### src/sv/sbx_pkg.sv
// ----------------------------------------------------------------------------
// sbx_pkg
// Shared types and constants of the sub-box index translator.
// ----------------------------------------------------------------------------
package sbx_pkg;

   localparam int SIZE_W    = 16;
   localparam int AREA_W    = 2 * SIZE_W;
   localparam int TOTAL_W   = 3 * SIZE_W;
   localparam int CSR_IDX_W = 3;

   typedef enum logic [CSR_IDX_W-1:0] {
      CSR_BEGIN0  = 3'd0,
      CSR_BEGIN1  = 3'd1,
      CSR_BEGIN2  = 3'd2,
      CSR_SIZE0   = 3'd3,
      CSR_SIZE1   = 3'd4,
      CSR_SIZE2   = 3'd5,
      CSR_EXTENT0 = 3'd6,
      CSR_EXTENT1 = 3'd7
   } csr_idx_type;

   typedef enum logic {
      OP_L2G = 1'b0,
      OP_G2L = 1'b1
   } op_type;

   typedef struct packed {
      logic [SIZE_W-1:0]  begin0;
      logic [SIZE_W-1:0]  begin1;
      logic [SIZE_W-1:0]  begin2;
      logic [SIZE_W-1:0]  sz0;
      logic [SIZE_W-1:0]  sz1;
      logic [SIZE_W-1:0]  sz2;
      logic [SIZE_W-1:0]  ext0;
      logic [SIZE_W-1:0]  ext1;
      logic [AREA_W-1:0]  area01;
      logic [AREA_W-1:0]  stride2;
      logic [TOTAL_W-1:0] total;
   } cfg_type;

endpackage

### src/sv/sbx_front.sv
// ----------------------------------------------------------------------------
// sbx_front
// Request intake: registers a request and drops out-of-range local indexes.
// ----------------------------------------------------------------------------
module sbx_front #(
   parameter int INDEX_BITS = 48
) (
   input  logic                               clock,
   input  logic                               reset,
   input  logic                               req_valid,
   output logic                               req_ready,
   input  logic                               req_opcode,
   input  logic [INDEX_BITS-1:0]              req_index,
   input  logic [sbx_pkg::TOTAL_W-1:0]        total,
   output logic                               push_vld,
   input  logic                               push_rdy,
   output logic                               push_op,
   output logic [INDEX_BITS-1:0]              push_idx
);
   import sbx_pkg::*;

   logic                  f_vld_ff, f_vld_in;
   logic                  f_keep_ff, f_keep_in;
   logic                  f_op_ff;
   logic [INDEX_BITS-1:0] f_idx_ff;
   logic                  adv;

   assign adv       = !f_vld_ff || !f_keep_ff || push_rdy;
   assign req_ready = adv;
   assign f_vld_in  = adv ? req_valid : f_vld_ff;
   assign f_keep_in = (op_type'(req_opcode) == OP_G2L) || (TOTAL_W'(req_index) < total);

   always_ff @(posedge clock) begin
      if (reset) begin
         f_vld_ff <= 1'b0;
      end else begin
         f_vld_ff <= f_vld_in;
      end
   end

   always_ff @(posedge clock) begin
      if (adv) begin
         f_keep_ff <= f_keep_in;
         f_op_ff   <= req_opcode;
         f_idx_ff  <= req_index;
      end
   end

   assign push_vld = f_vld_ff && f_keep_ff;
   assign push_op  = f_op_ff;
   assign push_idx = f_idx_ff;

endmodule

### config.mk
export PLATFORM = sky130hd
export DESIGN_NAME = sbx_front
export DESIGN_NICKNAME = d
export VERILOG_FILES = /design/src/sv/sbx_pkg.sv /design/src/sv/sbx_front.sv
export SDC_FILE = /design/constraint.sdc
export NUM_CORES = 1
export LEC_CHECK = 0
export BUFFER_PORTS_ARGS = -buffer_cell sky130_fd_sc_hd__buf_2
export CORE_MARGIN = 3
export CORE_UTILIZATION = 40
export DETAILED_ROUTE_END_ITERATION = 7
export GPL_ROUTABILITY_DRIVEN = 0
export PLACE_DENSITY = 0.74
export SLEW_MARGIN = 20
export SYNTH_ARGS = -nofsm -noshare
export SYNTH_HDL_FRONTEND = slang
export SYNTH_SLANG_ARGS = --single-unit
### constraint.sdc
create_clock -name clock -period 2.1 [get_ports clock]
set_clock_uncertainty 0.2 [all_clocks]
set_input_delay 0 -clock clock [delete_from_list [all_inputs] [get_ports clock]]
set_output_delay 0 -clock clock [all_outputs]
set_load 0.01 [all_outputs]
# --- Yosys cells after proc, flatten, opt, wreduce, memory -nomap -nowiden ---
# Cells that the tools add are included.
word_totals:
  out_inout_bits: 51
  ff_bits: 51
  word_cells: 11
classes:
  n_reduce_logical: 6
  magnitude_cmp: 1
op_table:
  columns: ["op", "n"]
  rows:
  - ["less-than comparator 48 bit", 1]
  - ["logical OR 1 bit", 3]
  - ["zero test 1 bit", 2]
  - ["logical AND 1 bit", 1]

# --- Logic depth before layout (Yosys ltp) ---
logic_depth:
  depth_word: 3
  depth_mapped: 7

# --- Worst setup path before layout ---
# Ideal clock, no wire load.
synth_timing:
  path_kind: "register to register"
  startpoint: "register f_keep_ff"
  endpoint: "register f_keep_ff, enable pin"
  path_slack_ps: -306
  period_less_slack_ps: 2406
  t_arrival_ps: 1786
  stages_incl_launch_ff: 3
  setup_ps: 420
  t_required_ps: 1480
  n_path_buf: 0
  cell_sequence: "edfxtp_1 and2_1 nand2b_1"
synth_between:
  elab_chain_len: 3
synth_rtl:
  columns: ["element", "line", "text"]
  rows:
  - ["start, declared", "sbx_front.sv:23", "logic f_keep_ff, f_keep_in;"]
  - ["start signal, assigned", "sbx_front.sv:43", "f_keep_ff <= f_keep_in;"]
  - ["zero test 1 bit", "sbx_front.sv:28", "assign adv = !f_vld_ff || !f_keep_ff || push_rdy;"]
  - ["logical OR 1 bit (2 in a row)", "sbx_front.sv:28", null]
  - ["via req_ready", "sbx_front.sv:11", "output logic req_ready,"]
# The timed path passes the listed nets, and every way through them passes these cells.
# A chain may end at the register's enable or synchronous reset.

# --- Worst setup path in the final report ---
layout_timing:
  startpoint: "input req_index[8]"
  endpoint: "register f_keep_ff, data pin"
layout_between:
  elab_chain_len: 2
layout_rtl:
  columns: ["element", "line", "text"]
  rows:
  - ["start, declared", "sbx_front.sv:13", "input logic [INDEX_BITS-1:0] req_index,"]
  - ["less-than comparator 48 bit", "sbx_front.sv:31", "assign f_keep_in = (op_type'(req_opcode) == OP_G2L) || (TOTAL_W'(req_index) < total);"]
  - ["logical OR 1 bit", "sbx_front.sv:31", null]
  - ["via f_keep_in", "sbx_front.sv:23", null]
# The timed path passes the listed nets, and every way through them passes these cells.

==> summary.txt <==
Clock power frac: 0.243
clock sink total: 51
Synth Area in Compound Gates: 0.0892
Hold WC Path Type: in -> reg
Routed Antenna Nets: 0
Post-Syn Nets: 374
Slew HR: 0.792
Multi-input gate area: 0.00108 sq mm
fin crit share: 0.970
share of layout cells above drive strength 1: 0.390
Post-CTS Setup Bufs: 0
startpoint types: input port
Final Power: 2.31 mW
CTS Buffer Depth: 2
via/cell ratio: 4.73
Max Cap Viol: 0
Die H: 88.9 um
drt pass-1 iters: 4
Die W: 88.9 um
Wirelength per Cell: 14.4 um
H-tree depth: 2
post-synthesis simple-gate area fraction: 0.0737
fmax: 491 MHz
crit-path leading delay family: buffers and inverters
Critical path buffers and inverters: 2
Filler cells: 493
Worst setup EP type: flip-flop
mean post-synth cell area: 12.2 sq um
crit path max-delay cell type: dlygate4sd3_1
Largest stage delay, worst path: 0.55 ns
worst slew pin tran: 0.312 ns
TritonCTS Buffers: 5
min cycle time layout: 2.04 ns
Pwr per Cell Area: 541 mW/mm^2
status: finished, final reports clean
Detailed Place HPWL: 5.52 mm
clock insertion delay at the later pin of the skew report: 0.30 ns
Leakage: 2.19 nW
first-pass GRT wire length: 11.1 mm
DRC violations left: 0
final core utilization: 0.657
VDD IR max: 0.229 mV
Area Overhead vs Synth: 55.2%
Logic pwr share: 0.232
critical path type: in -> reg
final hold viol count: 0
Synth Cell Area: 0.00275 sq mm
Synth warnings: 0
port bufs: 151
diode count: 0
Routed WL: 7.42 mm
All-Layer GR Usage: 0.184
flops & latches, synth: 51
row count: 29
Clock Tree Root: clkbuf_8
Worst R2R Setup Slack: 0.15 ns
register area: 0.00152 sq mm
Slew Limit Fails: 0
Nets: 585
TritonCTS clock tree: yes
Int Power: 1.70 mW
CP Max Fanout: 2
top-level port count: 152
vias: 2437
multiplexer share of the synthesized area: 0
worst path cell trace: dlygate4sd3_1 -> buf_2 -> ha_1 -> nand4_1 -> nor4_2 -> a32oi_1 -> a211oi_2 -> a211oi_1
core area: 0.00649 sq mm
share of power burned in registers: 0.525
area share of fa/ha/maj cells after synthesis: 0.214
main combinational cell family by area after synthesis: adder cells
Synth Instances: 226
vias in the first global route: 2544
final setup margin: 0.0631 ns
die area: 0.00790 sq mm
dpl ws: 0.144 ns
DR iter-0 viols: 66
initial antenna violation count: 0
largest net degree at the start of global routing: 33
Worst EP arrival: 1.89 ns
Psw: 0.605 mW
Req. time, crit path: 1.95 ns
grt ovf: 0
final setup fails: 0
Post-Synth XOR/XNOR Area: 0
clock-pin slew of the registers on the worst-case setup and hold paths: 0.09 ns
sequential area share after synthesis: 0.553
Sw Share: 0.262
initial cell density of the core: 0.423
count of cell types in the netlist: 26
## cells in the mapped netlist
cell / instances / share of area
inv_1: 51 / 0.070
edfxtp_1: 50 / 0.55
ha_1: 47 / 0.21
a21oi_1: 18 / 0.033
nand2_1: 12 / 0.016
o21ai_0: 8 / 0.015
nand4_1: 5 / 0.011
nor2_1: 5 / 0.0068
nand3_1: 4 / 0.0073
a211oi_1: 3 / 0.0082
a21o_1: 3 / 0.0082
a221oi_1: 3 / 0.0096
nor3_1: 3 / 0.0055
nand2b_1: 2 / 0.0046
a2111o_1: 1 / 0.0041
a2bb2oi_1: 1 / 0.0032
a32oi_1: 1 / 0.0032
and2_1: 1 / 0.0023
and4_1: 1 / 0.0032
dfxtp_1: 1 / 0.0073
nand2b_4: 1 / 0.0050
nand4_2: 1 / 0.0046
nor4_1: 1 / 0.0023
nor4_2: 1 / 0.0046
o211ai_1: 1 / 0.0027
o21a_1: 1 / 0.0027
## tightest hold or removal path, delay by kind of cell
| kind | cells | cell delay [ns] |
|---|---|---|
| simple gates | 1 | 0.11 |
| buf+inv | 2 | 0.32 |
## what timing repair did
item | CTS | global route
hold buffers | 51 | 0
setup endpoints to repair | 0 | 2
endpoints found under the hold margin | 51 | 0
gates resized for setup | 0 | 9
## routing by layer
layer | global-route usage | routed length [um] | up-vias
met5 | 0 | 0 | -
met4 | 0.0632 | 121 | 0
met3 | 0.0415 | 384 | 10
met2 | 0.360 | 4190 | 87
met1 | 0.191 | 2720 | 1105
li1 | - | - | 1235
## sequential cells by signal, indices dropped and copies added, names as in the netlist
name,count
f_keep_ff,1
f_vld_ff,1
push_idx,48
push_op,1
## cell families after synthesis
family / Yosys count
compound gates: 40
fa+ha+maj: 47
buf+inv: 51
flops: 51
simple gates: 37
## area by class of cell
class | count | share of cell area
Multi-Input combinational cell | 124 | 0.254
Tap cell | 77 | 0.0226
Clock inverter | 3 | 0.00469
Inverter | 51 | 0.0449
Clock buffer | 5 | 0.0161
Timing Repair Buffer | 204 | 0.301
Sequential cell | 51 | 0.357
## cells in the final DEF, fill, tap and decap left out, drive strengths merged
cell	n
buf	153
inv	51
dlygate4sd3	51
edfxtp	50
ha	47
a21oi	18
nand2	12
o21ai	8
nand4	6
nor2	5
clkbuf	5
nand3	4
a21o	3
a221oi	3
nor3	3
a211oi	3
nand2b	3
clkinvlp	2
nor4	2
and2	1
o21a	1
a2bb2oi	1
o211ai	1
and4	1
a2111o	1
a32oi	1
clkinv	1
dfxtp	1
## worst paths after layout
path / end / startpoint / cells past startpoint
worst max-delay path: f_keep_ff / req_index[8] / 8
worst min-delay path: push_idx[14] / push_rdy / 3
worst max register to register: f_vld_ff / f_keep_ff / 5
worst min register to register: push_idx[14] / f_vld_ff / 3
## power groups by stage
stage / combinational, mW / clock, mW / sequential (mW)
2_1_floorplan: 0.176 / 0 / 1.28
3_3_place_gp: 0.431 / 0 / 1.23
3_5_place_dp: 0.444 / 0 / 1.24
4_1_cts: 0.520 / 0.583 / 1.21
5_1_grt: 0.604 / 0.628 / 1.22
6_report: 0.535 / 0.561 / 1.21
## per-stage QoR
stage / TNS (ns) / area [sq um] / instances / hold slack (ns)
2_1_floorplan: 0 / 2750 / 226 / -0.131
3_3_place_gp: 0 / 3620 / 456 / -0.0241
3_5_place_dp: 0 / 3620 / 456 / -0.0302
4_1_cts: 0 / 4220 / 515 / 0.0970
5_1_grt: -0.0156 / 4270 / 515 / 0.129
6_report: 0 / 4270 / 515 / 0.105
(Power assumes the default switching activity.)
