==> config.mk <==
export PLATFORM = sky130hd
export DESIGN_NAME = sbx_csr
export DESIGN_NICKNAME = d
export VERILOG_FILES = /design/src/sv/sbx_pkg.sv /design/src/sv/sbx_csr.sv
export SDC_FILE = /design/constraint.sdc
export NUM_CORES = 2
export LEC_CHECK = 0
export BUFFER_PORTS_ARGS = -buffer_cell sky130_fd_sc_hd__buf_4
export CAP_MARGIN = 5
export CORE_MARGIN = 2
export CORE_UTILIZATION = 55
export CTS_CLUSTER_DIAMETER = 200
export CTS_CLUSTER_SIZE = 40
export DETAILED_ROUTE_END_ITERATION = 8
export GPL_TIMING_DRIVEN = 0
export PLACE_DENSITY = 0.78
export SLEW_MARGIN = 25
export SYNTH_ARGS = -nofsm -noshare
export SYNTH_HDL_FRONTEND = slang
export SYNTH_SLANG_ARGS = --single-unit
==> constraint.sdc <==
create_clock -name clock -period 7.9 [get_ports clock]
set_input_delay 1.58 -clock clock [delete_from_list [all_inputs] [get_ports clock]]
set_output_delay 1.58 -clock clock [all_outputs]
set_load 0.03 [all_outputs]
==> src/sv/sbx_pkg.sv <==
// ----------------------------------------------------------------------------
// sbx_pkg
// Shared types and constants of the sub-box index translator.
// ----------------------------------------------------------------------------
package sbx_pkg;

   localparam int SIZE_W    = 16;
   localparam int AREA_W    = 2 * SIZE_W;
   localparam int TOTAL_W   = 3 * SIZE_W;
   localparam int CSR_IDX_W = 3;

   typedef enum logic [CSR_IDX_W-1:0] {
      CSR_BEGIN0  = 3'd0,
      CSR_BEGIN1  = 3'd1,
      CSR_BEGIN2  = 3'd2,
      CSR_SIZE0   = 3'd3,
      CSR_SIZE1   = 3'd4,
      CSR_SIZE2   = 3'd5,
      CSR_EXTENT0 = 3'd6,
      CSR_EXTENT1 = 3'd7
   } csr_idx_type;

   typedef enum logic {
      OP_L2G = 1'b0,
      OP_G2L = 1'b1
   } op_type;

   typedef struct packed {
      logic [SIZE_W-1:0]  begin0;
      logic [SIZE_W-1:0]  begin1;
      logic [SIZE_W-1:0]  begin2;
      logic [SIZE_W-1:0]  sz0;
      logic [SIZE_W-1:0]  sz1;
      logic [SIZE_W-1:0]  sz2;
      logic [SIZE_W-1:0]  ext0;
      logic [SIZE_W-1:0]  ext1;
      logic [AREA_W-1:0]  area01;
      logic [AREA_W-1:0]  stride2;
      logic [TOTAL_W-1:0] total;
   } cfg_type;

endpackage

==> src/sv/sbx_csr.sv <==
// ----------------------------------------------------------------------------
// sbx_csr
// Box and grid registers plus derived strides, areas and box volume.
// ----------------------------------------------------------------------------
module sbx_csr #(
   parameter int DIMS = 3
) (
   input  logic                                    clock,
   input  logic                                    reset,
   input  logic                                    wr_vld,
   input  sbx_pkg::csr_idx_type                    wr_idx,
   input  logic [sbx_pkg::SIZE_W-1:0]              wr_data,
   output sbx_pkg::cfg_type                        cfg
);
   import sbx_pkg::*;

   logic [SIZE_W-1:0] begin0_ff, begin1_ff, begin2_ff;
   logic [SIZE_W-1:0] size0_ff, size1_ff, size2_ff;
   logic [SIZE_W-1:0] extent0_ff, extent1_ff;
   logic [SIZE_W-1:0] begin0_in, begin1_in, begin2_in;
   logic [SIZE_W-1:0] size0_in, size1_in, size2_in;
   logic [SIZE_W-1:0] extent0_in, extent1_in;
   cfg_type           cfg_ff, cfg_in;
   logic [SIZE_W-1:0] ext0_eff, ext1_eff, sz1_eff, sz2_eff, b1_eff, b2_eff;

   always_comb begin
      begin0_in  = begin0_ff;
      begin1_in  = begin1_ff;
      begin2_in  = begin2_ff;
      size0_in   = size0_ff;
      size1_in   = size1_ff;
      size2_in   = size2_ff;
      extent0_in = extent0_ff;
      extent1_in = extent1_ff;
      if (wr_vld) begin
         unique case (wr_idx)
            CSR_BEGIN0:  begin0_in  = wr_data;
            CSR_BEGIN1:  begin1_in  = wr_data;
            CSR_BEGIN2:  begin2_in  = wr_data;
            CSR_SIZE0:   size0_in   = wr_data;
            CSR_SIZE1:   size1_in   = wr_data;
            CSR_SIZE2:   size2_in   = wr_data;
            CSR_EXTENT0: extent0_in = wr_data;
            CSR_EXTENT1: extent1_in = wr_data;
            default:     begin0_in  = begin0_ff;
         endcase
      end
   end

   // unused dimensions act as size 1 and begin 0, zero extent acts as 1
   assign ext0_eff = (extent0_ff == '0) ? SIZE_W'(1) : extent0_ff;
   assign ext1_eff = (extent1_ff == '0) ? SIZE_W'(1) : extent1_ff;
   assign sz1_eff  = (DIMS > 1) ? size1_ff : SIZE_W'(1);
   assign sz2_eff  = (DIMS > 2) ? size2_ff : SIZE_W'(1);
   assign b1_eff   = (DIMS > 1) ? begin1_ff : '0;
   assign b2_eff   = (DIMS > 2) ? begin2_ff : '0;

   always_comb begin
      cfg_in         = cfg_ff;
      cfg_in.begin0  = begin0_ff;
      cfg_in.begin1  = b1_eff;
      cfg_in.begin2  = b2_eff;
      cfg_in.sz0     = size0_ff;
      cfg_in.sz1     = sz1_eff;
      cfg_in.sz2     = sz2_eff;
      cfg_in.ext0    = ext0_eff;
      cfg_in.ext1    = ext1_eff;
      cfg_in.area01  = size0_ff * sz1_eff;
      cfg_in.stride2 = ext0_eff * ext1_eff;
      cfg_in.total   = cfg_ff.area01 * cfg_ff.sz2;
   end

   always_ff @(posedge clock) begin
      if (reset) begin
         begin0_ff  <= '0;
         begin1_ff  <= '0;
         begin2_ff  <= '0;
         size0_ff   <= SIZE_W'(1);
         size1_ff   <= SIZE_W'(1);
         size2_ff   <= SIZE_W'(1);
         extent0_ff <= SIZE_W'(1);
         extent1_ff <= SIZE_W'(1);
         cfg_ff     <= '{begin0: '0, begin1: '0, begin2: '0,
                         sz0: SIZE_W'(1), sz1: SIZE_W'(1), sz2: SIZE_W'(1),
                         ext0: SIZE_W'(1), ext1: SIZE_W'(1),
                         area01: AREA_W'(1), stride2: AREA_W'(1),
                         total: TOTAL_W'(1)};
      end else begin
         begin0_ff  <= begin0_in;
         begin1_ff  <= begin1_in;
         begin2_ff  <= begin2_in;
         size0_ff   <= size0_in;
         size1_ff   <= size1_in;
         size2_ff   <= size2_in;
         extent0_ff <= extent0_in;
         extent1_ff <= extent1_in;
         cfg_ff     <= cfg_in;
      end
   end

   assign cfg = cfg_ff;

endmodule

# Word-level counts from Yosys, hierarchy flattened
# Cells that the tools add are included.
dict set report op_classes {
  mul 3
  n_eq_ne 7
  muxes 2
  reduce_logical 11
}
# op n
set op_table {}
lappend op_table {{16-bit by 16-bit multiplier with 32-bit output} 2}
lappend op_table {{32-bit by 16-bit multiplier with 48-bit output} 1}
lappend op_table {{16-bit zero test} 2}
lappend op_table {{16-bit two-way mux} 2}
lappend op_table {{2-bit AND reduction} 8}
lappend op_table {{3-bit equality test, second input constant} 4}
lappend op_table {{3-bit by 2-bit equality test with 1-bit output, second input constant} 2}
lappend op_table {{3-bit by 1-bit equality test with 1-bit output, second input constant} 1}
lappend op_table {{3-bit zero test} 1}
dict set report word_totals {
  register_bits 368
  input_bits 22
  out_inout_bits 240
  word_cells 42
}

# Depth between registers and ports, before layout
dict set report logic_depth {
  word_depth 3
  depth_mapped 27
  depth_no_buf 24
}

# Worst setup path after synthesis
# No wires, ideal clock.
dict set report synth_path {
  path_type {reg-to-reg}
  from {register cfg_ff (netlist bit cfg[90])}
  to {register cfg_ff (netlist bit cfg[39])}
  setup_time_ps 123
  arrival_ps 6735
  setup_slack_ps 1042
  stages_incl_launch_ff 25
  path_buffers 2
  synth_period_minus_slack_ps 6858
  path_cell_list {dfxtp_1 > clkbuf_1 > nand2_1 > fa_1 > inv_1 > fa_1 > inv_1 > fa_1 > inv_1 > fa_1 > inv_1 > fa_1 > inv_1 > fa_1 > ha_1 > buf_6 > a211o_1 > a311o_1 > o31a_1 > a311oi_2 > o21a_2 > o211a_1 > o21bai_1 > a41oi_1 > mux2_1}
}
dict set report synth_via {
  elab_chain_cells 1
}
# item line
set synth_rtl {}
lappend synth_rtl {{start: declaration} sbx_csr.sv:23} ;# cfg_type cfg_ff, cfg_in;
lappend synth_rtl {{start signal: assignment} sbx_csr.sv:83} ;# cfg_ff <= '{begin0: '0, begin1: '0, begin2: '0,
lappend synth_rtl {{start signal: assignment} sbx_csr.sv:97} ;# cfg_ff <= cfg_in;
lappend synth_rtl {{32-bit by 16-bit multiplier with 48-bit output} sbx_csr.sv:70} ;# cfg_in.total = cfg_ff.area01 * cfg_ff.sz2;
# No other way between the ends.
# A chain may end at the register's enable or synchronous reset.

# Final worst setup path
dict set report layout_path {
  from {register cfg_ff (netlist bit cfg[156])}
  to {register cfg_ff (netlist bit cfg[44])}
}
# The elaborated chain is that of the path after synthesis.

==> impl_metrics.tcl <==
set metrics [dict create \
    status "finished clean" \
    postCtsSetupRepairBufs 0 \
    yosysTopAreaCellShare 0.3679 \
    synth_nets 6137 \
    fmax_mhz 129.3 \
    path_cells "clkbuf_1 -> nand2_1 -> fa_1 -> inv_1 -> fa_1 -> fa_1 -> fa_1 -> fa_1 -> inv_1 -> fa_1 -> inv_1 -> ha_1 -> clkbuf_1 -> nand4_1 -> or4_1 -> nor3_1 -> o21ai_0 -> a211oi_1 -> o41ai_1 -> xor2_1 -> nor2_1" \
    intPower_mw 2.306 \
    yosysTopAreaCell "fa_1" \
    first_pass_iters 6 \
    dp_cells 6274 \
    hp-class "register to register" \
    p_seq_frac 0.597 \
    switching_share 0.2830 \
    netlist_top_cells_area "fa_1 37%, dfxtp_1 17%, ha_1 9.4%" \
    clock_power_share 0.287 \
    cp-end-kind "register" \
    avgSynthCellArea_um2 8.805 \
    ys_ff_latch 368 \
    coreArea_um2 79000 \
    tightest_slew_ns 0.9021 \
    hold_violations 0 \
    synth_edf_count 0 \
    synthFlopType "dfxtp_1" \
    finalSetupViolCount 0 \
    grt_pass1_vias 35260 \
    syn_to_final_growth_pct 8.116 \
    p_per_area_nw_per_um2 67.83 \
    yosysMostFrequentCell "nand2_1" \
    routed_wl_mm 129.3 \
    grtUsageTotal 0.3179 \
    cts_buffer_depth 3 \
    finalClockSkew_ns 0.03336 \
    critPathMaxStageDelay_ns 0.70 \
    period_needed_ns 7.732 \
    async_reset_ff_frac 0 \
    drtAntennaViolNets 0 \
    grt-ovfl-total 0 \
    layout-drive-gt1-share 0.06149 \
    vdd_drop_max_uv 221.1 \
    via_count 34740 \
    clkSinkCount 368 \
    drtIter0Drc 2752 \
    drc 0 \
    slew_headroom 0.3986 \
    routed_via_density 5.520 \
    grt_pass1_wl_mm 199.8 \
    drv_slew 0 \
    clk_latency_ns 0.57 \
    p_switching_mw 0.9102 \
    die-height_um 286.4 \
    critPathKind "register to register" \
    cts_buffers 13 \
    critPathMaxFanout 10 \
    ioPinCount 262 \
    post_drt_wl_per_cell_um 20.54 \
    synth_common_cells "946 x nand2_1, 915 x inv_1, 806 x fa_1" \
    cts_tree "done" \
    antenna_found_initial 7 \
    leakagePower_nw 23.23 \
    finalNonFillerCells 6294 \
    gp_congestion 0.9941 \
    cts_root_buffer "clkbuf_16" \
    drv_cap 0 \
    yosys_warnings 0 \
    die_area_um2 82020 \
    cp_common_cell "fa_1" \
    grt_max_degree 41 \
    rsz0062_at_grt "false" \
    start_kind "register" \
    num-nets-final 6392 \
    port_buffers 242 \
    dp_hpwl_mm 103.5 \
    netlist_area_um2 43860 \
    fp.dieW_um 286.4 \
    clk_pin_slew_ns 0.15 \
    synthCells 4981 \
    initial_core_util 0.5552 \
    ys_seq_area_frac 0.1680 \
    ctsHoldBuffers 0 \
    synth_cell_types 68 \
    fin_crit_sh 0.9787 \
    worst_hold_slack_ns 0.4437 \
    pwr-share-comb 0.116 \
    rows 103 \
    htree_levels 1 \
    cp.arrival_ns 8.18 \
    critPathRequiredTime_ns 8.35 \
    cp_slowest_cell "dfxtp_1" \
]
==> critical path: cells and delay by family, from the launching register on <==
kind,cells,cell delay [ns]
AOI/OAI and AO/OA,3,0.99
xor gates and xnor gates,1,0.16
adders and majority gates,7,3.34
buffers and inverters,5,1.14
DFF,1,0.70
and+or+nand+nor,5,1.28
==> power by group through the flow <==
stage          Combinational, mW  Clock (mW)  Sequential (mW)
2_1_floorplan              0.193           0             1.97
3_3_place_gp               0.360           0             1.96
3_5_place_dp               0.368           0             1.96
4_1_cts                    0.369       0.941             1.92
5_1_grt                    0.403       0.987             1.92
6_report                   0.375       0.922             1.92
==> layout by cell type (no fill, tap or decap), drive strengths merged, types with 17 or more instances in the layout <==
master and instances:
a211oi 17, a21o 63, a21oi 206, and2 372, buf 249, clkbuf 297, dfxtp 368, fa 806
ha 328, inv 918, nand2 946, nand3 21, nor2 144, nor2b 168, nor3 23, o21ai 41
xnor2 41, xor2 45
==> routing by layer <==
layer	up-vias	global-route usage	part of all wire
met3	362	0.06280	0.10
li1	15350	-	-
met5	-	0	0.00022
met2	1869	0.5043	0.45
met1	17160	0.4244	0.39
met4	4	0.1427	0.053
==> state kept, by name, summed over array words and instances, names as in the netlist <==
register,flops
size2_ff,16
b1_eff,16
cfg,240
begin0_ff,16
extent0_ff,16
size1_ff,16
extent1_ff,16
b2_eff,16
size0_ff,16
==> worst paths after layout <==
check	slack, ns	from	to	depth (start not counted)
setup reg to reg	0.17	cfg[156]$_SDFF_PP0_	cfg[44]$_SDFF_PP0_	21
setup / recovery	0.17	cfg[156]$_SDFF_PP0_	cfg[44]$_SDFF_PP0_	21
hold / removal	0.44	size2_ff[0]$_SDFFE_PP1P_	cfg[144]$_SDFF_PP1_	1
hold reg to reg	0.44	size2_ff[0]$_SDFFE_PP1P_	cfg[144]$_SDFF_PP1_	1
==> timing repair <==
| item | in CTS | in global routing |
|---|---|---|
| endpoints found under the setup margin | 2 | 13 |
| gates resized for setup | 1 | 38 |
| endpoints found under the hold margin | 0 | 0 |
==> kinds of logic (layout without fill, tap and decap cells) <==
group,count (synthesis),after routing,share of synthesized area
mux,11,11,0.002881
compound gates,428,428,0.06039
flops,368,368,0.1680
xor+xnor,86,86,0.01717
other cells,0,7,0
buf+inv,1208,1464,0.1040
simple gates,1746,1746,0.1861
fa+ha+maj,1134,1134,0.4615
==> metrics by stage <==
stage / power, mW / worst slack, ns / setup TNS [ns] / util / area [µm²]
CTS: 3.226 / 0.004491 / 0 / 0.5998 / 47380
floorplan: 2.165 / 1.042 / 0 / - / 43860
global placement: 2.317 / -0.6767 / -4.512 / 0.5948 / 46990
global route: 3.311 / 0.002129 / 0 / 0.6002 / 47410
detailed placement: 2.325 / 0.03146 / 0 / 0.5951 / 47010
finish: 3.216 / 0.1682 / 0 / 0.6002 / 47420
==> final cells by class <==
class / count / area [µm²]
multi-input cells: 3405 / 31940
fillers: 6805 / 31580
flip-flops and latches: 368 / 7377
inverters: 915 / 3435
repair buffers: 243 / 1828
well taps: 1050 / 1314
plain buffers: 290 / 1141
clock buffers: 13 / 325.3
clock inverters: 3 / 45.04
diodes: 7 / 17.52
(Power assumes the default switching activity.)
