### config.mk
export PLATFORM = sky130hd
export DESIGN_NAME = sbx_fifo
export DESIGN_NICKNAME = d
export VERILOG_FILES = /design/src/sv/sbx_fifo.sv
export SDC_FILE = /design/constraint.sdc
export NUM_CORES = 1
export LEC_CHECK = 0
export BUFFER_PORTS_ARGS = -buffer_cell sky130_fd_sc_hd__buf_2
export CAP_MARGIN = 0
export CORE_MARGIN = 1.5
export CORE_UTILIZATION = 55
export CTS_CLUSTER_DIAMETER = 40
export DETAILED_ROUTE_END_ITERATION = 8
export MAX_ROUTING_LAYER = met4
export PLACE_DENSITY = 0.75
export SYNTH_ARGS = -nofsm -noshare
export SYNTH_HDL_FRONTEND = slang
export SYNTH_SLANG_ARGS = --single-unit
### constraint.sdc
create_clock -name clock -period 2.9 [get_ports clock]
set_clock_uncertainty 0.05 [all_clocks]
set_input_delay 0.29 -clock clock [delete_from_list [all_inputs] [get_ports clock]]
set_output_delay 0.29 -clock clock [all_outputs]
set_load 0.02 [all_outputs]
### src/sv/sbx_fifo.sv
// ----------------------------------------------------------------------------
// sbx_fifo
// Short request queue between intake and translation pipeline.
// ----------------------------------------------------------------------------
module sbx_fifo #(
   parameter int WIDTH = 49,
   parameter int DEPTH = 4
) (
   input  logic             clock,
   input  logic             reset,
   input  logic             push_vld,
   output logic             push_rdy,
   input  logic [WIDTH-1:0] push_data,
   output logic             pop_vld,
   input  logic             pop_rdy,
   output logic [WIDTH-1:0] pop_data
);
   localparam int PTR_W = (DEPTH > 1) ? $clog2(DEPTH) : 1;
   localparam int CNT_W = $clog2(DEPTH + 1);

   logic [WIDTH-1:0] mem_ff [DEPTH];
   logic [PTR_W-1:0] wr_ptr_ff, wr_ptr_in, rd_ptr_ff, rd_ptr_in;
   logic [CNT_W-1:0] count_ff, count_in;
   logic             push, pop;

   assign push_rdy = (count_ff != CNT_W'(DEPTH));
   assign pop_vld  = (count_ff != '0);
   assign push     = push_vld && push_rdy;
   assign pop      = pop_vld && pop_rdy;
   assign pop_data = mem_ff[rd_ptr_ff];

   assign wr_ptr_in = !push ? wr_ptr_ff :
                      (wr_ptr_ff == PTR_W'(DEPTH - 1)) ? '0 : wr_ptr_ff + PTR_W'(1);
   assign rd_ptr_in = !pop ? rd_ptr_ff :
                      (rd_ptr_ff == PTR_W'(DEPTH - 1)) ? '0 : rd_ptr_ff + PTR_W'(1);
   assign count_in  = count_ff + CNT_W'(push) - CNT_W'(pop);

   always_ff @(posedge clock) begin
      if (reset) begin
         wr_ptr_ff <= '0;
         rd_ptr_ff <= '0;
         count_ff  <= '0;
      end else begin
         wr_ptr_ff <= wr_ptr_in;
         rd_ptr_ff <= rd_ptr_in;
         count_ff  <= count_in;
      end
   end

   always_ff @(posedge clock) begin
      if (push) begin
         mem_ff[wr_ptr_ff] <= push_data;
      end
   end

`ifndef SYNTHESIS
   a_count_bound: assert property (@(posedge clock) disable iff (reset)
      count_ff <= CNT_W'(DEPTH))
      else $error("queue count beyond depth");
   a_count_track: assert property (@(posedge clock) disable iff (reset)
      push && !pop |=> count_ff == $past(count_ff) + CNT_W'(1))
      else $error("queue count lost a push");
   a_ptr_agree: assert property (@(posedge clock) disable iff (reset)
      count_ff == '0 |-> wr_ptr_ff == rd_ptr_ff)
      else $error("queue pointers disagree when empty");
`endif

endmodule

# Yosys cells after proc, flatten, opt, wreduce, memory -nomap -nowiden
# Memories as Yosys holds them, arrays and structs flattened. A register that Yosys moved wholly into a read port is not among the register bits.
# Index checks and enable logic that the tools add are counted.
# word_totals
register_bits,7
latchBits,0
ramBits,196
romBits,0
in_bits,53
out_inout_bits,51
mem_count,1
# mem_list
memory,depth,word_bits,read_ports,rd_clocked_by_memory_dff,wr,line,rtl
mem_ff,4,49,1,1,1,21,logic [WIDTH-1:0] mem_ff [DEPTH];
# classes
n_addsub,4
multipliers,0
n_div,0
order_cmp,0
eq_ne,3
shifts,0
muxes,6
bitwise,0
n_reduce_logical,3
# ops
op,count
2-bit 2-to-1 mux,4
"2-bit by 1-bit adder with 2-bit output, second input constant",2
"2-bit == test, second input constant",2
3-bit by 1-bit adder with 3-bit output,1
"3-bit inequality test, second input constant",1
3-bit nonzero test,1
3-bit by 1-bit subtractor with 3-bit output,1
1-bit logical AND,2
1-bit 2-to-1 mux,2

# Logic depth before layout (Yosys ltp)
# Gate-level depths: netlist of run 1.
# logic_depth
ltp_word,4
depth_mapped,11

# Worst setup path after synthesis of run 1
# No wires, ideal clock.
# synth_timing
path_type,register -> register
startpoint,reg count_ff[1]
endpoint,reg count_ff[2]
setup_time_ps,78
arrival_ps,2201
t_required_ps,2772
path_slack_ps,571
stages_incl_launch_ff,12
n_path_buf,1
path_cell_list,dfxtp_1 or3b_1 buf_6 nand2_2 ha_1 inv_1 ha_1 inv_1 fa_1 xor2_1 and2_2 nor3_1
# synth_via
elab_chain_len,4
# synth_lines
item,line,rtl
start: declaration,23,"logic [CNT_W-1:0] count_ff, count_in;"
start signal: assignment,46,count_ff <= count_in;
3-bit inequality test,26,assign push_rdy = (count_ff != CNT_W'(DEPTH));
via push_rdy,12,"output logic push_rdy,"
1-bit logical AND,28,assign push = push_vld && push_rdy;
3-bit by 1-bit adder with 3-bit output,36,assign count_in = count_ff + CNT_W'(push) - CNT_W'(pop);
3-bit by 1-bit subtractor with 3-bit output,36,
# The timed path passes the listed nets, and every way through them passes these cells.
# A chain may end at the register's enable or synchronous reset.

==> impl_results.md, run 1 <==
- Max Cap Viol: 0
- CP required: 2.56 ns
- Setup TNS: 0 ns
- Area contributors post-synth: edfxtp_1 78%, mux4_2 15%, dfxtp_1 2.4%
- Max Fclk: 395.9 MHz
- Total chip power: about 0.0084 W
- Synth Cell Area: 7552 um^2
- Maximum vdd drop: approximately 600 uV
- Distinct cells, synth: 29
- Root buffer cell: clkbuf_16
- Outcome: completed
- Combinational fraction of design power: 0.230
- Tot GR Track Use: 0.1928
- Clk_lat worst skew: around 0.48 ns
- Synthesis Warnings: 0
- # diodes: 0
- Core Area: 13350 um^2
- Initial antenna violation count: 0
- Gr ovfl total: 0
- Final Wtd Congestion: ~0.78
- H-tree Lvls: 1
- Crit end category: output port
- HPWL Detailed: between 7 and 8 mm
- Setup CP Type: reg -> out
- Internal power: approximately 0.0061 W
- Pre-antenna DRT Iters: 4
- Syn Area/Cell: roughly 25 um^2
- DIE AREA: roughly 14000 um^2
- Width of the chip: 120.2 um
- Pwr dens: 876.5 nW/um^2
- Pleak: 3.305 nW
- FF+latch count, synth: 205
- Most frequent cells in the layout: 196 x edfxtp_1, 103 x buf_2, 49 x mux4_2, 49 x dlygate4sd3_1, 23 x clkbuf_16
- Post-synth EDFFs: slightly below 200
- Share of cells above drive strength 1: 0.4155
- Fin. max-slew vios: 0
- Net Count, Synth: 366
- Largest net degree at the start of global routing: 32
- Clock power share: 0.314
- Worst Path Arrival: about 2.2 ns
- Io pins: between 100 and 150
- Vias in the first global route: roughly 4000
- Port buffer count: between 100 and 150
- Min cycle time layout: about 2.5 ns
- Tcrit/Tclk final: 0.8711
- Async set-reset flop share out of synthesis: 0
- Vias post-DR: 3611
- Most common cell after layout, fill and taps aside: edfxtp_1
- Total CTS buffers: 23
- Clk sinks: a little over 200
- TritonCTS clock tree: built
- Initial Util: 0.5658
- Critical path startpoint category: flop
- Worst Hold Class: in -> reg
- Switching power: roughly 0.0023 W
- Clock Path Buffers: 3
- Fin util: 0.7148
- Leading area contributor after synthesis: edfxtp_1
- P&R area growth vs syn: 26.33%
- RSZ-0062 raised after global routing: no
- Detailed Route WL: between 10 and 15 mm
- # nets final: around 540
- Post-route DRC violation count: 0
- Via/cell ratio: ~5.4
- WHS: about 0.036 ns
- Rel. slew slack: 0.5964
- CTS clk-pin slew, worst paths: approximately 0.050 ns
- Final setup fails: 0
- # rows: 42
- Switching share of power: 0.2754
- Post-CTS Setup Bufs: 0
- Routed len/inst: between 15 and 20 um
- Hold_buf cts: roughly 50
- Sequential power share: 0.456
- DRT iter0 DRCs: about 240
- Fill count: around 820
- Top FF cell, synth: edfxtp_1
- Slew @ Worst Pin: between 0.6 and 0.7 ns
- Synth top area share: 0.7793
- Global-route wire length before repair: 20.49 mm
- Antenna Nets Post-Route: 0
- Post-synthesis sequential area ratio: 0.8032
- Cts repair resizes: 0
- Worst-path maximum fanout: 23
- Mapped Cells: ~310
- Die height: 120.2 um
- Final hold violation count: 0
logic make-up (layout without fill, tap and decap cells):
logic type / after synthesis / count (layout) / share of synthesized area
buffers and inverters: 18 / 204 / 0.01392
XOR/XNOR: 1 / 1 / 0.001160
flip-flops: 205 / 205 / 0.8032
adder cells (fa/ha/maj): 8 / 8 / 0.01425
AO/OA/AOI/OAI: 4 / 4 / 0.003976
AND/OR/NAND/NOR: 18 / 18 / 0.01475
multiplexers: 51 / 51 / 0.1488
registers in the layout, summed over array words and instances (netlist names), named ones only:
register and flops:
mem_ff 196, count_ff 3, rd_ptr_ff 2, wr_ptr_ff 2
worst max-delay path, stage by stage (launching register included):
cell and delay, ns:
dfxtp_4 0.67, buf_4 0.31, mux4_2 0.54, buf_2 0.18
path summary, 6_finish.rpt:
path                                  start  cells after the start                      to  slack, ns
hold / removal                        reset                      2  count_ff[1]$_SDFF_PP0_       0.04
hold reg to reg   rd_ptr_ff[0]$_SDFFE_PP0N_                      2                    flop       0.44
setup / recovery                       flop                      3            pop_data[44]       0.37
setup reg to reg     count_ff[1]$_SDFF_PP0_                     10  count_ff[2]$_SDFF_PP0_       0.39
through the flow:
step | std cells | cell area [um^2] | setup slack [ns]
2_1_floorplan | 305 | 7552 | 0.5712
3_5_place_dp | 580 | 8349 | 0.3818
5_1_grt | 667 | 9540 | 0.1369
6_report | 667 | 9540 | 0.3738
3_3_place_gp | 580 | 8349 | 0.5487
4_1_cts | 667 | 9540 | 0.3140
cells in the mapped netlist, types with 3 or more instances:
master and count:
and3_2 4, buf_1 3, buf_4 3, buf_6 3, dfxtp_1 9, edfxtp_1 196
ha_1 7, inv_1 5, mux4_2 49, nor2_1 3
per-layer routing:
| metal | up-vias | global-route usage | share of wire | routed length (um) |
|---|---|---|---|---|
| met5 | - | - | 0 | 0 |
| met4 | 0 | 0.04167 | 0.013 | 167 |
| met3 | 24 | 0.03302 | 0.056 | 729 |
| met2 | 111 | 0.3204 | 0.52 | 6678 |
| met1 | 1839 | 0.2571 | 0.41 | 5365 |
| li1 | 1637 | - | - | - |
power by group through the flow:
stage | combinational (W) | sequential (W) | clock (W)
3_5_place_dp | 0.00189 | 0.00388 | 0
4_1_cts | 0.00195 | 0.00382 | 0.00267
5_1_grt | 0.00206 | 0.00385 | 0.00280
6_report | 0.00192 | 0.00381 | 0.00263
3_3_place_gp | 0.00187 | 0.00385 | 0
2_1_floorplan | 0.00138 | 0.00375 | 0
layout make-up:
cell class / instances / area [um^2] / area share
timing repair buffer: 161 / 1149 / 0.1204
inverter: 5 / 18.77 / 0.001967
tap: 176 / 220.2 / 0.02308
sequential: 205 / 6071 / 0.6363
clock inverter: 12 / 113.9 / 0.01193
clock buffer: 26 / 586.8 / 0.06151
multi-input combinational: 82 / 1381 / 0.1448
Power figures use the tool's default switching activity.
==> inputs of run 2 (changes only) <==
--- a/config.mk
+++ b/config.mk
@@ -5,6 +5,7 @@
 export SDC_FILE = /design/constraint.sdc
 export NUM_CORES = 1
 export LEC_CHECK = 0
+export ABC_AREA = 1
 export BUFFER_PORTS_ARGS = -buffer_cell sky130_fd_sc_hd__buf_2
 export CAP_MARGIN = 0
 export CORE_MARGIN = 1.5
==> impl_results.md, run 2 <==
- XOR/XNOR share of the synthesized area: 0.001119 (-0.00004078)
- Area contributors post-synth: edfxtp_1 75%, o21ai_0 6.2%, nor2_1 5.0%
- Max FFs per register: 196 (unchanged)
- Largest net degree at the start of global routing: 99 (+210%)
- Post-route DRC violation count: 0 (unchanged)
- Routed len/inst: 17.72 um (-8.7%)
- Syn Area/Cell: 14.58 um^2 (-41%)
- Total CTS buffers: 25 (+8.7%)
- # nets final: 757 (+40%)
- HPWL Detailed: 8.286 mm (+10%)
- Most frequent cells in the layout: 196 x edfxtp_1, 103 x buf_2, 101 x nor2_1, 97 x o21ai_0, 50 x dlygate4sd3_1
- Tcrit/Tclk final: 0.8623 (-0.008780)
- Max Fclk: 399.9 MHz (+1.0%)
- Root buffer cell: clkbuf_16
- Final setup margin: 0.3993 ns (+0.02546 ns)
- Worst Path Arrival: 2.16 ns (-0.03 ns)
- Crit Reg-Reg Startpoint: count_ff[1]$_SDFF_PP0_
- Detailed Route WL: 15.84 mm (+22%)
- Net Count, Synth: 598 (+63%)
- Fill count: 923 (+13%)
- Rel. slew slack: 0.4100 (-0.1864)
- Fin util: 0.7081 (-0.006623)
- RSZ-0062 raised after global routing: no
- FF+latch area: 6071 um^2 (unchanged)
- # rows: 43 (+2.4%)
- Setup CP Type: reg -> out
- WHS: 0.05049 ns (+0.01434 ns)
- Synthesis Warnings: 0 (unchanged)
- DP Worst Slack: 0.7197 ns (+0.3380 ns)
- Top reg by flops: mem_ff
- # diodes: 0 (unchanged)
- Commonest cells post-synth: 196 x edfxtp_1, 105 x nor2_1, 97 x o21ai_0
- Post-Synth Simple-Gate Area: 0.06682 (+0.05207)
- Final hold violation count: 0 (unchanged)
- Leading area contributor after synthesis: edfxtp_1
- Core Area: 13880 um^2 (+4.0%)
- Top FF cell, synth: edfxtp_1
- Slew @ Worst Pin: 0.8850 ns (+0.2796 ns)
- Fin. max-slew vios: 0 (unchanged)
- Initial antenna violation count: 0 (unchanged)
- Placed insts: 799 (+38%)
- Global-route wire length before repair: 24.67 mm (+20%)
- Mux contribution to synthesized area: 0 (-0.1488)
- Pre-antenna DRT Iters: 4 (unchanged)
- Max Cap Viol: 0 (unchanged)
- Die height: 122.3 um (+1.8%)
- Worst Hold Class: in -> reg
- Finished Cell Area: 9829 um^2 (+3.0%)
- Pwr dens: 975.9 nW/um^2 (+11%)
- Synth Cell Area: 7828 um^2 (+3.6%)
- Outcome: completed
- Share of cells above drive strength 1: 0.2563 (-0.1592)
- CTS clk-pin slew, worst paths: 0.06 ns (about the same)
- Multi-input logic area: 1541 um^2 (+12%)
- Final Wtd Congestion: 0.7916 (+1.0%)
- H-tree Lvls: 1 (unchanged)
- Port buffer count: 103 (unchanged)
- Slowest CP cell: inv_2
- Max stage delay on crit path: 0.62 ns (-0.05 ns)
- DRT iter0 DRCs: 301 (+25%)
- Vias post-DR: 4902 (+36%)
- Most frequent cell after synthesis: edfxtp_1
- Critical path startpoint category: flop
- TritonCTS clock tree: built
- Min cycle time layout: 2.501 ns (-0.02546 ns)
- Synth top area share: 0.7519 (-0.02741)
- Post-Layout Cell Count: 894 (+34%)
- Pleak: 3.548 nW (+7.4%)
- P&R area growth vs syn: 25.58%
- Antenna Nets Post-Route: 0 (unchanged)
- Distinct cells, synth: 27 (-6.9%)
- R2R setup slack: 0.72 ns (+0.33 ns)
- Clk sinks: 205 (unchanged)
- Mapped Cells: 537 (+76%)
- Io pins: 104 (unchanged)
- Clock Path Buffers: 3 (unchanged)
- Via/cell ratio: 5.483 (+1.3%)
- Top Registers: mem_ff (196), count_ff (3)
- Clk_lat worst skew: 0.49 ns (about the same)
- Tot GR Track Use: 0.2211 (+0.02827)
- Post-synthesis adder-cell area fraction: 0.01375 (-0.0005010)
- FF+latch count, synth: 205 (unchanged)
- CP required: 2.56 ns (about the same)
- DIE AREA: 14960 um^2 (+3.6%)
- Async set-reset flop share out of synthesis: 0 (unchanged)
- Post-synthesis sequential area ratio: 0.7749 (-0.02824)
- HP Start: push_vld
- Initial Util: 0.5639 (-0.001896)
- Width of the chip: 122.3 um (+1.8%)
- Placed cell area: 8498 um^2 (+1.8%)
- Compound-Gate Fraction of Synth Area: 0.1114 (+0.1074)
- Crit-path cells: inv_2, o21ai_0, o22ai_1, buf_2
- Post-synth EDFFs: 196 (unchanged)
- Maximum vdd drop: 669.5 uV (+12%)
- Final setup fails: 0 (unchanged)
- Crit end category: output port
- Main combinational cell family by area after synthesis: compound AO/OA/AOI/OAI gates
- Vias in the first global route: 5108 (+31%)
- Worst-path maximum fanout: 49 (+110%)
- Most common cell after layout, fill and taps aside: edfxtp_1
- Gr ovfl total: 0 (unchanged)
[run 2: cell count changes after synthesis, sizes merged, moves of 3 or more]
| cell | change |
|---|---|
| inv | +9 |
| mux4 | -49 |
| o22ai | +49 |
| clkbuf | +8 |
| and3 | -4 |
| buf | +10 |
| or3 | -3 |
| nor2 | +112 |
| nand2 | +8 |
| o21ai | +97 |
[run 2: final timing paths]
path | to | cells after the start
worst min register to register | flop | 2
worst max-delay path | pop_data[7] | 4
worst max register to register | count_ff[2]$_SDFF_PP0_ | 12
worst min-delay path | wr_ptr_ff[1]$_SDFFE_PP0P_ | 3
[run 2: routing by layer]
metal	track usage	share of wire	routed length, um	up-vias
met5	-	0	0	-
met4	0.05887	0.015	237	0
met3	0.04182	0.065	1026	21
met2	0.3743	0.50	7890	166
met1	0.2768	0.42	6684	2400
li1	-	-	-	2315
[run 2: report_power, final]
group / total, W / internal (W) / switching [W]
Sequential: 0.00374 / 0.00364 / 0.0000991
Clock: 0.00306 / 0.00187 / 0.00118
Combinational: 0.00280 / 0.000853 / 0.00195
[run 2: critical path, delay by kind of cell (launching register included)]
family                 cells  cell delay, ns
AO/OA/AOI/OAI              2            0.48
buffers and inverters      2            0.85
flip-flops                 1            0.32
[run 2: layout make-up]
type / count / share of cell area
multi-input combinational: 287 / 0.1568
timing repair buffer: 163 / 0.1123
sequential: 205 / 0.6176
tap: 180 / 0.02291
inverter: 14 / 0.005855
clock inverter: 18 / 0.02011
clock buffer: 27 / 0.06441
[run 2: stage by stage]
| stage | TNS [ns] | total power (W) |
|---|---|---|
| floorplan | -99.15 | 0.005688 |
| global placement | 0 | 0.006460 |
| detailed placement | 0 | 0.006546 |
| CTS | 0 | 0.009655 |
| global route | 0 | 0.01005 |
| finish | 0 | 0.009592 |
[run 2: logic make-up after synthesis]
logic type      count (synthesis)
compound gates                149
xor+xnor                        1
fa+ha+maj                       8
flops                         205
buf+inv                        45
simple gates                  129
[run 2: what timing repair did]
item,CTS,global route
gates resized for setup,0,0
hold buffers,50,0
setup buffers,0,0
endpoints found under the hold margin,198,0
==> inputs of run 3 (changes only) <==
--- a/config.mk
+++ b/config.mk
@@ -8,12 +8,13 @@
 export ABC_AREA = 1
 export BUFFER_PORTS_ARGS = -buffer_cell sky130_fd_sc_hd__buf_2
 export CAP_MARGIN = 0
-export CORE_MARGIN = 1.5
+export CORE_MARGIN = 3
 export CORE_UTILIZATION = 55
 export CTS_CLUSTER_DIAMETER = 40
 export DETAILED_ROUTE_END_ITERATION = 8
 export MAX_ROUTING_LAYER = met4
 export PLACE_DENSITY = 0.75
+export REMOVE_ABC_BUFFERS = 1
 export SYNTH_ARGS = -nofsm -noshare
 export SYNTH_HDL_FRONTEND = slang
 export SYNTH_SLANG_ARGS = --single-unit
==> impl_results.md, run 3 (synthesis results as in run 2) <==
- Root buffer cell: clkbuf_16
- Top Registers: mem_ff (196), count_ff (3)
- Die height: 125.3 um (+2.5%)
- Placed insts: 795 (-0.50%)
- Pwr dens: 976.9 nW/um^2 (+0.11%)
- Fraction of met2 tracks used by global routing: 0.3695 (-0.004798)
- Met1 Usage GRT: 0.2705 (-0.006335)
- Detailed Route WL: 16.71 mm (+5.5%)
- # rows: 42 (-2.3%)
- CTS clk-pin slew, worst paths: 0.06 ns (about the same)
- Max Fclk: 402.3 MHz (+0.60%)
- Fill count: 836 (-9.4%)
- Outcome: completed
- Final hold violation count: 0 (unchanged)
- Most common cell after layout, fill and taps aside: edfxtp_1
- Initial Util: 0.5773 (+0.01343)
- HPWL Detailed: 9.113 mm (+10%)
- Io pins: 104 (unchanged)
- Slew @ Worst Pin: 0.7372 ns (-0.1478 ns)
- Critical path startpoint category: flop
- Crit end category: output port
- Multi-input logic area: 1541 um^2 (unchanged)
- Top reg by flops: mem_ff
- Total CTS buffers: 26 (+4.0%)
- Pre-antenna DRT Iters: 5 (+1)
- GR Layer Usage met3: 0.03923 (-0.002589)
- Largest net degree at the start of global routing: 99 (unchanged)
- H-tree Lvls: 1 (unchanged)
- GR peak layer: met2
- Fin. max-slew vios: 0 (unchanged)
- Final setup margin: 0.4141 ns (+0.01484 ns)
- DP Worst Slack: 0.7013 ns (-0.01843 ns)
- Post-route DRC violation count: 0 (unchanged)
- Final setup fails: 0 (unchanged)
- Worst Hold Class: in -> reg
- Initial antenna violation count: 0 (unchanged)
- Via/cell ratio: 5.708 (+4.1%)
- # nets final: 758 (+0.13%)
- Max Cap Viol: 0 (unchanged)
- Clk_lat worst skew: 0.50 ns (about the same)
- Setup TNS: 0 ns (unchanged)
- TritonCTS clock tree: built
- Vias post-DR: 5097 (+4.0%)
- DRT iter0 DRCs: 476 (+58%)
- Port buffer count: 103 (unchanged)
- Max FFs per register: 196 (unchanged)
- Total chip power: 0.009669 W (+0.80%)
- DIE AREA: 15700 um^2 (+5.0%)
- Pleak: 3.564 nW (+0.42%)
- Share of cells above drive strength 1: 0.2594 (+0.003112)
- P&R area growth vs syn: 26.44%
- CP required: 2.56 ns (about the same)
- Final Wtd Congestion: 0.7580 (-4.2%)
- Gr ovfl total: 0 (unchanged)
- Rel. slew slack: 0.5085 (+0.09853)
- Maximum vdd drop: 612.8 uV (-8.5%)
- Antenna Nets Post-Route: 0 (unchanged)
- Cts repair resizes: 0 (unchanged)
- Clk sinks: 205 (unchanged)
- Global-route wire length before repair: 26.91 mm (+9.1%)
- Vias in the first global route: 5373 (+5.2%)
- Post-Layout Cell Count: 893 (-0.11%)
- Routed len/inst: 18.71 um (+5.6%)
- Setup CP Type: reg -> out
- # diodes: 0 (unchanged)
- Tot GR Track Use: 0.2186 (-0.002565)
- Most frequent cells in the layout: 196 x edfxtp_1, 103 x buf_2, 101 x nor2_1, 97 x o21ai_0, 50 x dlygate4sd3_1
- Core Area: 13560 um^2 (-2.3%)
- Min cycle time layout: 2.486 ns (-0.01484 ns)
- Worst Path Arrival: 2.15 ns (about the same)
- Width of the chip: 125.3 um (+2.5%)
- Clock Path Buffers: 3 (unchanged)
- FF+latch area: 6071 um^2 (unchanged)
- Worst-path maximum fanout: 98 (+100%)
- RSZ-0062 raised after global routing: no
- Tcrit/Tclk final: 0.8572 (-0.005118)
==> run 3: cell count changes in the layout (fill, tap and decap cells not counted), moves of 2 or more <==
cell	change
buf_12	+4
buf_4	-4
clkbuf_16	+2
clkinv_2	+2
clkinv_4	+2
clkinvlp_4	+2
inv_6	-2
inv_8	-2
==> run 3: where the power goes <==
part           internal (W)  switching, W  total [W]
clock network       0.00189       0.00120    0.00309
logic              0.000874       0.00193    0.00281
registers           0.00364      0.000136    0.00377
==> run 3: layout make-up <==
class	count	area share
inverter	14	0.005815
sequential	205	0.6134
clock buffer	30	0.06941
tap	176	0.02225
timing repair buffer	163	0.1166
clock inverter	18	0.01681
multi-input combinational	287	0.1558
==> run 3: final timing paths <==
path                              from  slack, ns  depth (start not counted)                         to
min                           push_vld       0.07                          3  wr_ptr_ff[1]$_SDFFE_PP0P_
min reg2reg  rd_ptr_ff[1]$_SDFFE_PP0N_       0.49                          2  rd_ptr_ff[1]$_SDFFE_PP0N_
max reg2reg     count_ff[1]$_SDFF_PP0_       0.68                         12     count_ff[2]$_SDFF_PP0_
max                               flop       0.41                          4               pop_data[11]
==> run 3: repair_timing <==
action	CTS	global route
endpoints found under the hold margin	198	0
hold buffers	50	0
buffers inserted	0	0
==> run 3: per-layer routing <==
layer	vias to the layer above	wire length [um]	share of wire
li1	2330	-	-
met1	2493	6811	0.41
met2	231	8286	0.50
met3	43	1183	0.071
met4	0	427	0.026
met5	-	0	0
==> run 3: worst max-delay path, cell delays in order (launching register included) <==
cell and delay, ns:
dfxtp_4 0.44, inv_6 0.56, o21ai_0 0.19, o22ai_1 0.20, buf_2 0.20
==> run 3: through the flow <==
stage	util	cell area, um^2	hold slack, ns
2_1_floorplan	-	7635	0.3067
3_3_place_gp	0.6301	8543	0.4327
3_5_place_dp	0.6301	8543	0.4329
4_1_cts	0.7300	9897	0.04737
5_1_grt	0.7300	9897	0.07440
6_report	0.7300	9897	0.06956
